--- src/rtl/core/ucc_pkg.sv ---
`timescale 1ns / 1ps

package ucc_pkg;

   localparam int CountWidth = 16;
   localparam logic [15:0] CapacityReset = 16'hffff;

   localparam logic REQ_BYTE = 1'b0;
   localparam logic REQ_END  = 1'b1;

   localparam logic [1:0] ST_SUCCESS   = 2'd0;
   localparam logic [1:0] ST_INVALID   = 2'd1;
   localparam logic [1:0] ST_TOO_SMALL = 2'd2;

   localparam logic [2:0] CLS_ANY  = 3'd0;
   localparam logic [2:0] CLS_E0   = 3'd1;
   localparam logic [2:0] CLS_ED   = 3'd2;
   localparam logic [2:0] CLS_F0   = 3'd3;
   localparam logic [2:0] CLS_F4   = 3'd4;

   typedef struct packed {
      logic       valid;
      logic       is_end;
      logic [7:0] data;
   } ucc_word_type;

   typedef struct packed {
      logic [1:0]            bytes_pending;
      logic [2:0]            second_class;
      logic [2:0]            point_size;
      logic [CountWidth-1:0] count;
      logic                  decided;
      logic [1:0]            decided_status;
   } ucc_state_type;

   typedef struct packed {
      logic [1:0]            status;
      logic [CountWidth-1:0] length;
   } ucc_result_type;

endpackage

--- src/rtl/core/ucc_scan.sv ---
`timescale 1ns / 1ps

module ucc_scan import ucc_pkg::*; (
   input  logic           clock,
   input  logic           reset,
   input  ucc_word_type   word,
   input  logic [15:0]    capacity,
   output ucc_result_type result
);

   ucc_state_type state_ff;
   ucc_state_type state_in;

   always_comb begin
      ucc_state_type nx;
      logic [2:0]    size;
      logic          complete;
      logic          ok;
      logic [16:0]   sum;
      logic [7:0]    b;

      nx       = state_ff;
      size     = state_ff.point_size;
      complete = 1'b0;
      ok       = 1'b1;
      b        = word.data;
      sum      = 17'd0;

      if (!state_ff.decided) begin
         if (state_ff.bytes_pending == 2'd0) begin
            nx.second_class = CLS_ANY;
            if (b <= 8'h7f) begin
               size     = 3'd1;
               complete = 1'b1;
            end else if (b >= 8'hc2 && b <= 8'hdf) begin
               size             = 3'd2;
               nx.bytes_pending = 2'd1;
            end else if (b >= 8'he0 && b <= 8'hef) begin
               size             = 3'd3;
               nx.bytes_pending = 2'd2;
               if (b == 8'he0) begin
                  nx.second_class = CLS_E0;
               end else if (b == 8'hed) begin
                  nx.second_class = CLS_ED;
               end
            end else if (b >= 8'hf0 && b <= 8'hf4) begin
               size             = 3'd4;
               nx.bytes_pending = 2'd3;
               if (b == 8'hf0) begin
                  nx.second_class = CLS_F0;
               end else if (b == 8'hf4) begin
                  nx.second_class = CLS_F4;
               end
            end else begin
               ok = 1'b0;
            end
            nx.point_size = size;
         end else begin
            if ({1'b0, state_ff.bytes_pending} + 3'd1 == state_ff.point_size) begin
               unique case (state_ff.second_class)
                  CLS_E0:  ok = (b >= 8'ha0 && b <= 8'hbf);
                  CLS_ED:  ok = (b >= 8'h80 && b <= 8'h9f);
                  CLS_F0:  ok = (b >= 8'h90 && b <= 8'hbf);
                  CLS_F4:  ok = (b >= 8'h80 && b <= 8'h8f);
                  default: ok = (b >= 8'h80 && b <= 8'hbf);
               endcase
            end else begin
               ok = (b >= 8'h80 && b <= 8'hbf);
            end
            if (ok) begin
               nx.bytes_pending = state_ff.bytes_pending - 2'd1;
               complete         = (state_ff.bytes_pending == 2'd1);
            end else begin
               nx.bytes_pending = 2'd0;
            end
         end

         if (!ok) begin
            nx.decided        = 1'b1;
            nx.decided_status = ST_INVALID;
         end else if (complete) begin
            sum = {1'b0, state_ff.count} + {14'd0, size};
            if (sum > {1'b0, capacity}) begin
               nx.decided        = 1'b1;
               nx.decided_status = (state_ff.count == '0) ? ST_TOO_SMALL : ST_SUCCESS;
            end else begin
               nx.count = sum[15:0];
            end
         end
      end

      state_in = state_ff;
      if (word.valid) begin
         state_in = word.is_end ? '0 : nx;
      end
   end

   always_comb begin
      result.length = state_ff.count;
      if (state_ff.decided) begin
         result.status = state_ff.decided_status;
      end else if (state_ff.bytes_pending != 2'd0) begin
         result.status = ST_INVALID;
      end else begin
         result.status = ST_SUCCESS;
      end
   end

   always_ff @(posedge clock) begin
      if (reset) begin
         state_ff <= '0;
      end else begin
         state_ff <= state_in;
      end
   end

endmodule

--- src/rtl/core/utf8_capacity_chunker_core.sv ---
`timescale 1ns / 1ps

// Strict UTF-8 prefix chunker. Text bytes and a closing end word enter on the req channel, one
// word per cycle when the result side is not stalled; each text byte is registered and then
// checked and counted in the next cycle, and the end word loads the status and prefix length
// into an output register at the edge where it leaves the input register. An end word waits
// in the input register only while an earlier result is held by rsp_stall. The capacity
// register resets to 65535 and should be written only while no text is in flight.

module utf8_capacity_chunker_core import ucc_pkg::*; (
   input  logic        clock,
   input  logic        reset,
   input  logic        req_valid,
   output logic        req_stall,
   input  logic        req_type,
   input  logic [7:0]  req_data_byte,
   output logic        rsp_valid,
   input  logic        rsp_stall,
   output logic [1:0]  rsp_status,
   output logic [15:0] rsp_prefix_length,
   input  logic        csr_write_enable,
   input  logic [15:0] csr_write_data
);

   logic           in_valid_ff;
   logic           in_valid_in;
   logic           in_type_ff;
   logic [7:0]     in_byte_ff;
   logic           out_valid_ff;
   logic           out_valid_in;
   ucc_result_type out_ff;
   logic [15:0]    capacity_ff;
   logic           out_free;
   logic           step_fire;
   logic           req_accept;
   ucc_word_type   word;
   ucc_result_type result;

   assign out_free   = !out_valid_ff || !rsp_stall;
   assign step_fire  = in_valid_ff && ((in_type_ff == REQ_BYTE) || out_free);
   assign req_stall  = in_valid_ff && !step_fire;
   assign req_accept = req_valid && !req_stall;

   assign word.valid  = step_fire;
   assign word.is_end = (in_type_ff == REQ_END);
   assign word.data   = in_byte_ff;

   ucc_scan u_scan (
      .clock    (clock),
      .reset    (reset),
      .word     (word),
      .capacity (capacity_ff),
      .result   (result)
   );

   always_comb begin
      in_valid_in = in_valid_ff;
      if (req_accept) begin
         in_valid_in = 1'b1;
      end else if (step_fire) begin
         in_valid_in = 1'b0;
      end
      out_valid_in = out_valid_ff;
      if (step_fire && word.is_end) begin
         out_valid_in = 1'b1;
      end else if (!rsp_stall) begin
         out_valid_in = 1'b0;
      end
   end

   always_ff @(posedge clock) begin
      if (reset) begin
         in_valid_ff  <= 1'b0;
         out_valid_ff <= 1'b0;
         capacity_ff  <= CapacityReset;
      end else begin
         in_valid_ff  <= in_valid_in;
         out_valid_ff <= out_valid_in;
         if (csr_write_enable) begin
            capacity_ff <= csr_write_data;
         end
      end
   end

   always_ff @(posedge clock) begin
      if (req_accept) begin
         in_type_ff <= req_type;
         in_byte_ff <= req_data_byte;
      end
      if (step_fire && word.is_end) begin
         out_ff <= result;
      end
   end

   assign rsp_valid         = out_valid_ff;
   assign rsp_status        = out_ff.status;
   assign rsp_prefix_length = out_ff.length;

endmodule
--- config.mk ---
export PLATFORM = sky130hd
export DESIGN_NAME = utf8_capacity_chunker_core
export DESIGN_NICKNAME = d
export VERILOG_FILES = /design/src/rtl/core/ucc_pkg.sv /design/src/rtl/core/ucc_scan.sv /design/src/rtl/core/utf8_capacity_chunker_core.sv
export SDC_FILE = /design/constraint.sdc
export NUM_CORES = 1
export LEC_CHECK = 0
export ABC_AREA = 1
export BUFFER_PORTS_ARGS = -buffer_cell sky130_fd_sc_hd__buf_2
export CORE_ASPECT_RATIO = 0.7
export CORE_MARGIN = 3
export CORE_UTILIZATION = 54
export CTS_BUF_LIST = sky130_fd_sc_hd__clkbuf_8
export DETAILED_ROUTE_END_ITERATION = 7
export PLACE_DENSITY = 0.8
export SYNTH_ARGS = -nofsm -noshare
export SYNTH_HDL_FRONTEND = slang
export SYNTH_SLANG_ARGS = --single-unit
--- constraint.sdc ---
create_clock -name clock -period 4 [get_ports clock]
set_clock_uncertainty 0.05 [all_clocks]
set_input_delay 0.6 -clock clock [delete_from_list [all_inputs] [get_ports clock]]
set_output_delay 0.6 -clock clock [all_outputs]
set_load 0.03 [all_outputs]
# --- Word-level counts from Yosys, hierarchy flattened ---
# Cells that the tools add are included.
# W data, S select, Z words.
totals:
  regBits: 72
  latch_bits: 0
  ramBits: 0
  mem_bits_ro: 0
  inputBits: 30
  out_inout_bits: 20
  wordCells: 123
  n_memories: 0
classes:
  addsub: 3
  mul: 0
  div: 0
  n_lt_le_gt_ge: 14
  eq_ne: 17
  n_shift: 0
  muxes: 46
  n_bitwise: 1
  reduce_logical: 29
ops:
  columns: ["operator", "n"]
  rows:
  - ["$mux W27", 2]
  - ["$ge A8 B8 Y1 const B", 6]
  - ["$le A8 B8 Y1 const B", 6]
  - ["$mux W3", 12]
  - ["$eq A8 B8 Y1 const B", 4]
  - ["$mux W16", 2]
  - ["$mux W19", 1]
  - ["$mux W1", 18]
  - ["$add A16 B3 Y17", 1]
  - ["$gt A17 B16 Y1", 1]
  - ["$logic_not A16 Y1", 1]
  - ["$mux W5", 3]
  - ["$logic_and A1 B1 Y1", 12]
  - ["$mux W2", 6]
  - ["$reduce_bool A2 Y1", 5]
  - ["$le A8 B7 Y1 const B", 1]
  - ["$reduce_and A4 Y1", 2]
  - ["$eq A3 B2 Y1 const B", 2]
  - ["$mux W6", 1]
  - ["$ne A3 B3 Y1 const B", 2]
  - ["$ne A5 B5 Y1 const B", 1]
  - ["$reduce_and A5 Y1", 1]
  - ["$logic_not A1 Y1", 4]
  - ["$ne A2 B2 Y1 const B", 2]
  - ["other kinds (13)", 14]

# --- Logic depth before layout (Yosys ltp) ---
logic_depth:
  ltp_word: 15
  ltp_mapped: 34
  ltp_nobuf: 34

# --- Hierarchy ---
# Synthesis repeated with hierarchy kept, for this count alone.
unflattened:
  hier_cells: 553
  hier_area_um2: 4305.4
modules_own_cells:
  columns: ["mod", "instances", "cells_each", "area_per_inst_um2", "seq_area_each_um2"]
  rows:
  - ["ucc_scan", 1, 438, 2738.9, 540.5]
  - ["utf8_capacity_chunker_core", 1, 115, 1566.5, 1171.1]

# --- Worst setup path before layout ---
# OpenSTA, ideal clock, no wires.
synth_path:
  path_kind: "register to register"
  startpoint: "reg in_byte_ff[7]"
  endpoint: "reg u_scan.state_ff (netlist bit u_scan.result[11])"
  setup_time_ns: 0.113
  arrival_time_ns: 3.749
  required_time_ns: 3.837
  path_slack_ns: 0.088
  path_stages_with_launch: 30
  n_path_buf: 1
  period_less_slack_ns: 3.912
  path_cell_list: "edfxtp_1 nand2_1 nor2_1 inv_1 nor2_1 a21oi_1 o21ai_0 nand2_1 nand2_1 ha_1 inv_1 fa_1 o21ai_2 nand2_2 nor3_1 xor2_1 inv_1 ha_1 a21oi_1 o21a_1 nand2_1 nand2_1 nand2_1 nand2_1 nand2_2 nand2_2 nand2_4 buf_6 o21ai_1 nor2_1"
synth_between:
  elab_chain_len: 14
  elab_cells_between_ends: 52
  classes_between: "add/sub (1); order compare (14); eq/ne (1); mux (25); reduce/logical (11)"
synth_lines:
  columns: ["element", "line", "text"]
  rows:
  - ["from (decl)", "utf8_capacity_chunker_core.sv:28", "logic [7:0] in_byte_ff;"]
  - ["from (signal assigned)", "utf8_capacity_chunker_core.sv:88", "in_byte_ff <= req_data_byte;"]
  - ["parallel branches: the longest is 14 deep, another holds $add A16 B3 Y17", null, null]
  - ["to (signal assigned)", "ucc_scan.sv:113", "state_ff <= state_in;"]
  - ["to (decl)", "ucc_scan.sv:11", "ucc_state_type state_ff;"]
# Several ways; the timed one is not identified. The select of a mux whose other input is x is not followed.
# A chain may end at the register's enable or synchronous reset.

# --- Final worst setup path ---
layout_path:
  startpoint: "reg in_byte_ff[1]"
  endpoint: "reg u_scan.state_ff (netlist bit u_scan.result[8])"
# Same word-level chain as after synthesis.

==> run metrics <==
DR pass1 iterations 8; clock sink count 72; post-synthesis cell count roughly 500; most frequent CP cell nand2_1; synth top area cells dfxtp_1, edfxtp_1, nand2_1; Die Y between 70 and 80 µm; initial DRC count roughly 760; cts hold-fix bufs 0; hold_sp req_type; placed cells around 670; detailed-route DRC error count 0; HP Class in2reg; sequential element share of the synthesized area roughly 43%; Max Root-Sink Buffers 2; GRT Total Usage 35.8%; most common cell after layout, fill and taps aside buf_4; FF-to-FF Start in_byte_ff[1]; post-synthesis cell type count 46; Die W about 110 µm; Final Hold Viols 0; Ports 50; HPWL Detailed about 7700 µm; initial cell density of the core a little under three fifths; Area Overhead vs Synth 42.7%; later-pin clock latency in the skew report ~370 ps; CTS tree done; largest net degree at the start of global routing 33; share of layout cells above drive strength 1 between 40% and 50%; PD cells 314 mW/mm²; Syn. warnings 0; Synth top area share 22.4%; CP max stage delay ~440 ps; CTS H-tree lvls 3; final period utilization 118%; ANT nets after route 0; Port Buf Inserts between 40 and 50; count of pins over their slew limit 0; core region area ~0.0070 mm²; status finished with violations; # fillers between 300 and 400; DR vias/cell about 6.2; vias in the first global route 4154; first-pass GRT wire length between 20000 and 25000 µm; Synth area leader dfxtp_1; DP Worst Slack -348 ps; Setup violations, final 20; Cell Area, Synth ~0.004 mm²; relative slew slack between 30% and 40%; Final nets just over 700; Non-Filler Instances between 700 and 800; failing checks setup timing; fin crit period around 4700 ps; Worst Setup Start Kind register; mean area per synthesized cell 8.01 µm²; Worst Path Arrival about 5000 ps; num rows 25; Critical Path Sink Type register; initial antenna violation count 0; worst slew pin tran ~960 ps; Critical-path top delay cell edfxtp_1; # diodes 0; routed vias ~4700; Net Count, Synth around 560; Max-Cap Viols 0; Worst-path clk slew ~80 ps; fmax around 210 MHz; final worst setup slack -725 ps; #FFs+latches synth 72; Lkg Pwr ~0.0028 µW; commonest non-fill, non-tap cells in the layout buf_4, nand2_1, inv_1; crit-path max FO 18; WL final ~17000 µm; kind of critical path reg2reg; Overflow after GRT 0; GPL Wtd Cong 0.967; unrepaired setup endpoints after global routing yes; Die ar. 0.00852 mm²; wire length per cell 22.2 µm; CTS root buf clkbuf_8; critical path startpoint in_byte_ff[1]; WP data required about 4200 ps; worst vdd ir 0.254 mV; Num CTS Buffers 9
[worst paths after layout]
path                           end  slack, ps  cells past startpoint
setup / recovery  u_scan.result[8]       -720                     31
hold / removal          in_type_ff        350                      1
setup reg to reg  u_scan.result[8]       -720                     31
hold reg to reg     capacity_ff[0]        420                      2
[through the flow]
step	cell area, µm²	utilization [%]	setup TNS [ps]	power [µW]	hold WS, ps
after floorplan	4020	-	0	1000	385
after global placement	4590	65.8	-1570	1080	401
after detailed placement	4590	65.8	-5590	1090	409
after CTS	5470	78.4	-14.0	1710	349
after global routing	5730	82.1	-15800	1850	351
final	5730	82.1	-12460	1800	352
[cells in the mapped netlist (all sizes together)]
cell and instances:
o21a 2, nor4 6, clkbuf 8, dfxtp 45
nand2 87, nor3 7, o41ai 2, nand3 13
a21oi 35, inv 83, o21ai 41, buf 4
or2 2, nor2 77, a31o 1, and3 1
a31oi 1, fa 1, ha 23, xnor2 1
nand3b 2, and2 1, xor2 13, o31ai 1
o22ai 1, nand4 12, edfxtp 27, o211ai 1
a21o 2, a21boi 1
[routing by layer]
layer  vias to the layer above  part of all wire [%]  global-route usage [%]
met3                       187                    16                    10.8
li1                       1934                     -                       -
met1                      2069                    34                    46.6
met5                         -                     0                       0
met4                         0                    10                    22.3
met2                       525                    39                    51.7
[area by class of cell]
| type | instances | area (µm²) | area share, % |
|---|---|---|---|
| Clock buffer | 9 | 124 | 2.16 |
| Tap cell | 94 | 118 | 2.05 |
| Inverter | 83 | 322 | 5.61 |
| Multi-Input combinational cell | 335 | 2300 | 40.1 |
| Sequential cell | 72 | 1710 | 29.9 |
| Clock inverter | 7 | 71.3 | 1.25 |
| Timing Repair Buffer | 156 | 1080 | 18.9 |
[sequential cells by signal, indices dropped and copies added, names as in the netlist]
name and count:
in_byte_ff 8, in_valid_ff 1, u_scan.result 16, rsp_valid 1, rsp_status 2, in_type_ff 1
u_scan.state_ff 11, capacity_ff 16, rsp_prefix_length 16
[where the power goes]
part	leakage, µW	switching [µW]	internal (µW)
Clock	0.0000970	295	287
Sequential	0.000621	37.9	799
Combinational	0.00205	233	148
[kinds of logic (layout without fill, tap and decap cells)]
logic type	count (synthesis)	in the layout	share of synthesized area, %
AND/OR/NAND/NOR	208	209	24.5
flip-flops	72	72	42.6
AO/OA/AOI/OAI	88	88	12.2
XOR/XNOR	14	14	3.24
adder cells (fa/ha/maj)	24	24	7.67
buffers and inverters	95	255	9.72
[repair_timing]
item / in CTS / in global routing
buffers inserted: 67 / 13
cloned: 1 / 0
gates resized for setup: 52 / 48
endpoints found under the hold margin: 0 / 0
endpoints found under the setup margin: 19 / 22
pin swaps: 30 / 32
[critical path: cells and delay by family, from the launching register on]
family / cells / cell delay (ps)
buf+inv: 5 / 590
flops: 1 / 440
simple gates: 18 / 1730
xor+xnor: 1 / 150
fa+ha+maj: 3 / 940
compound gates: 4 / 710
(Power assumes the default switching activity.)
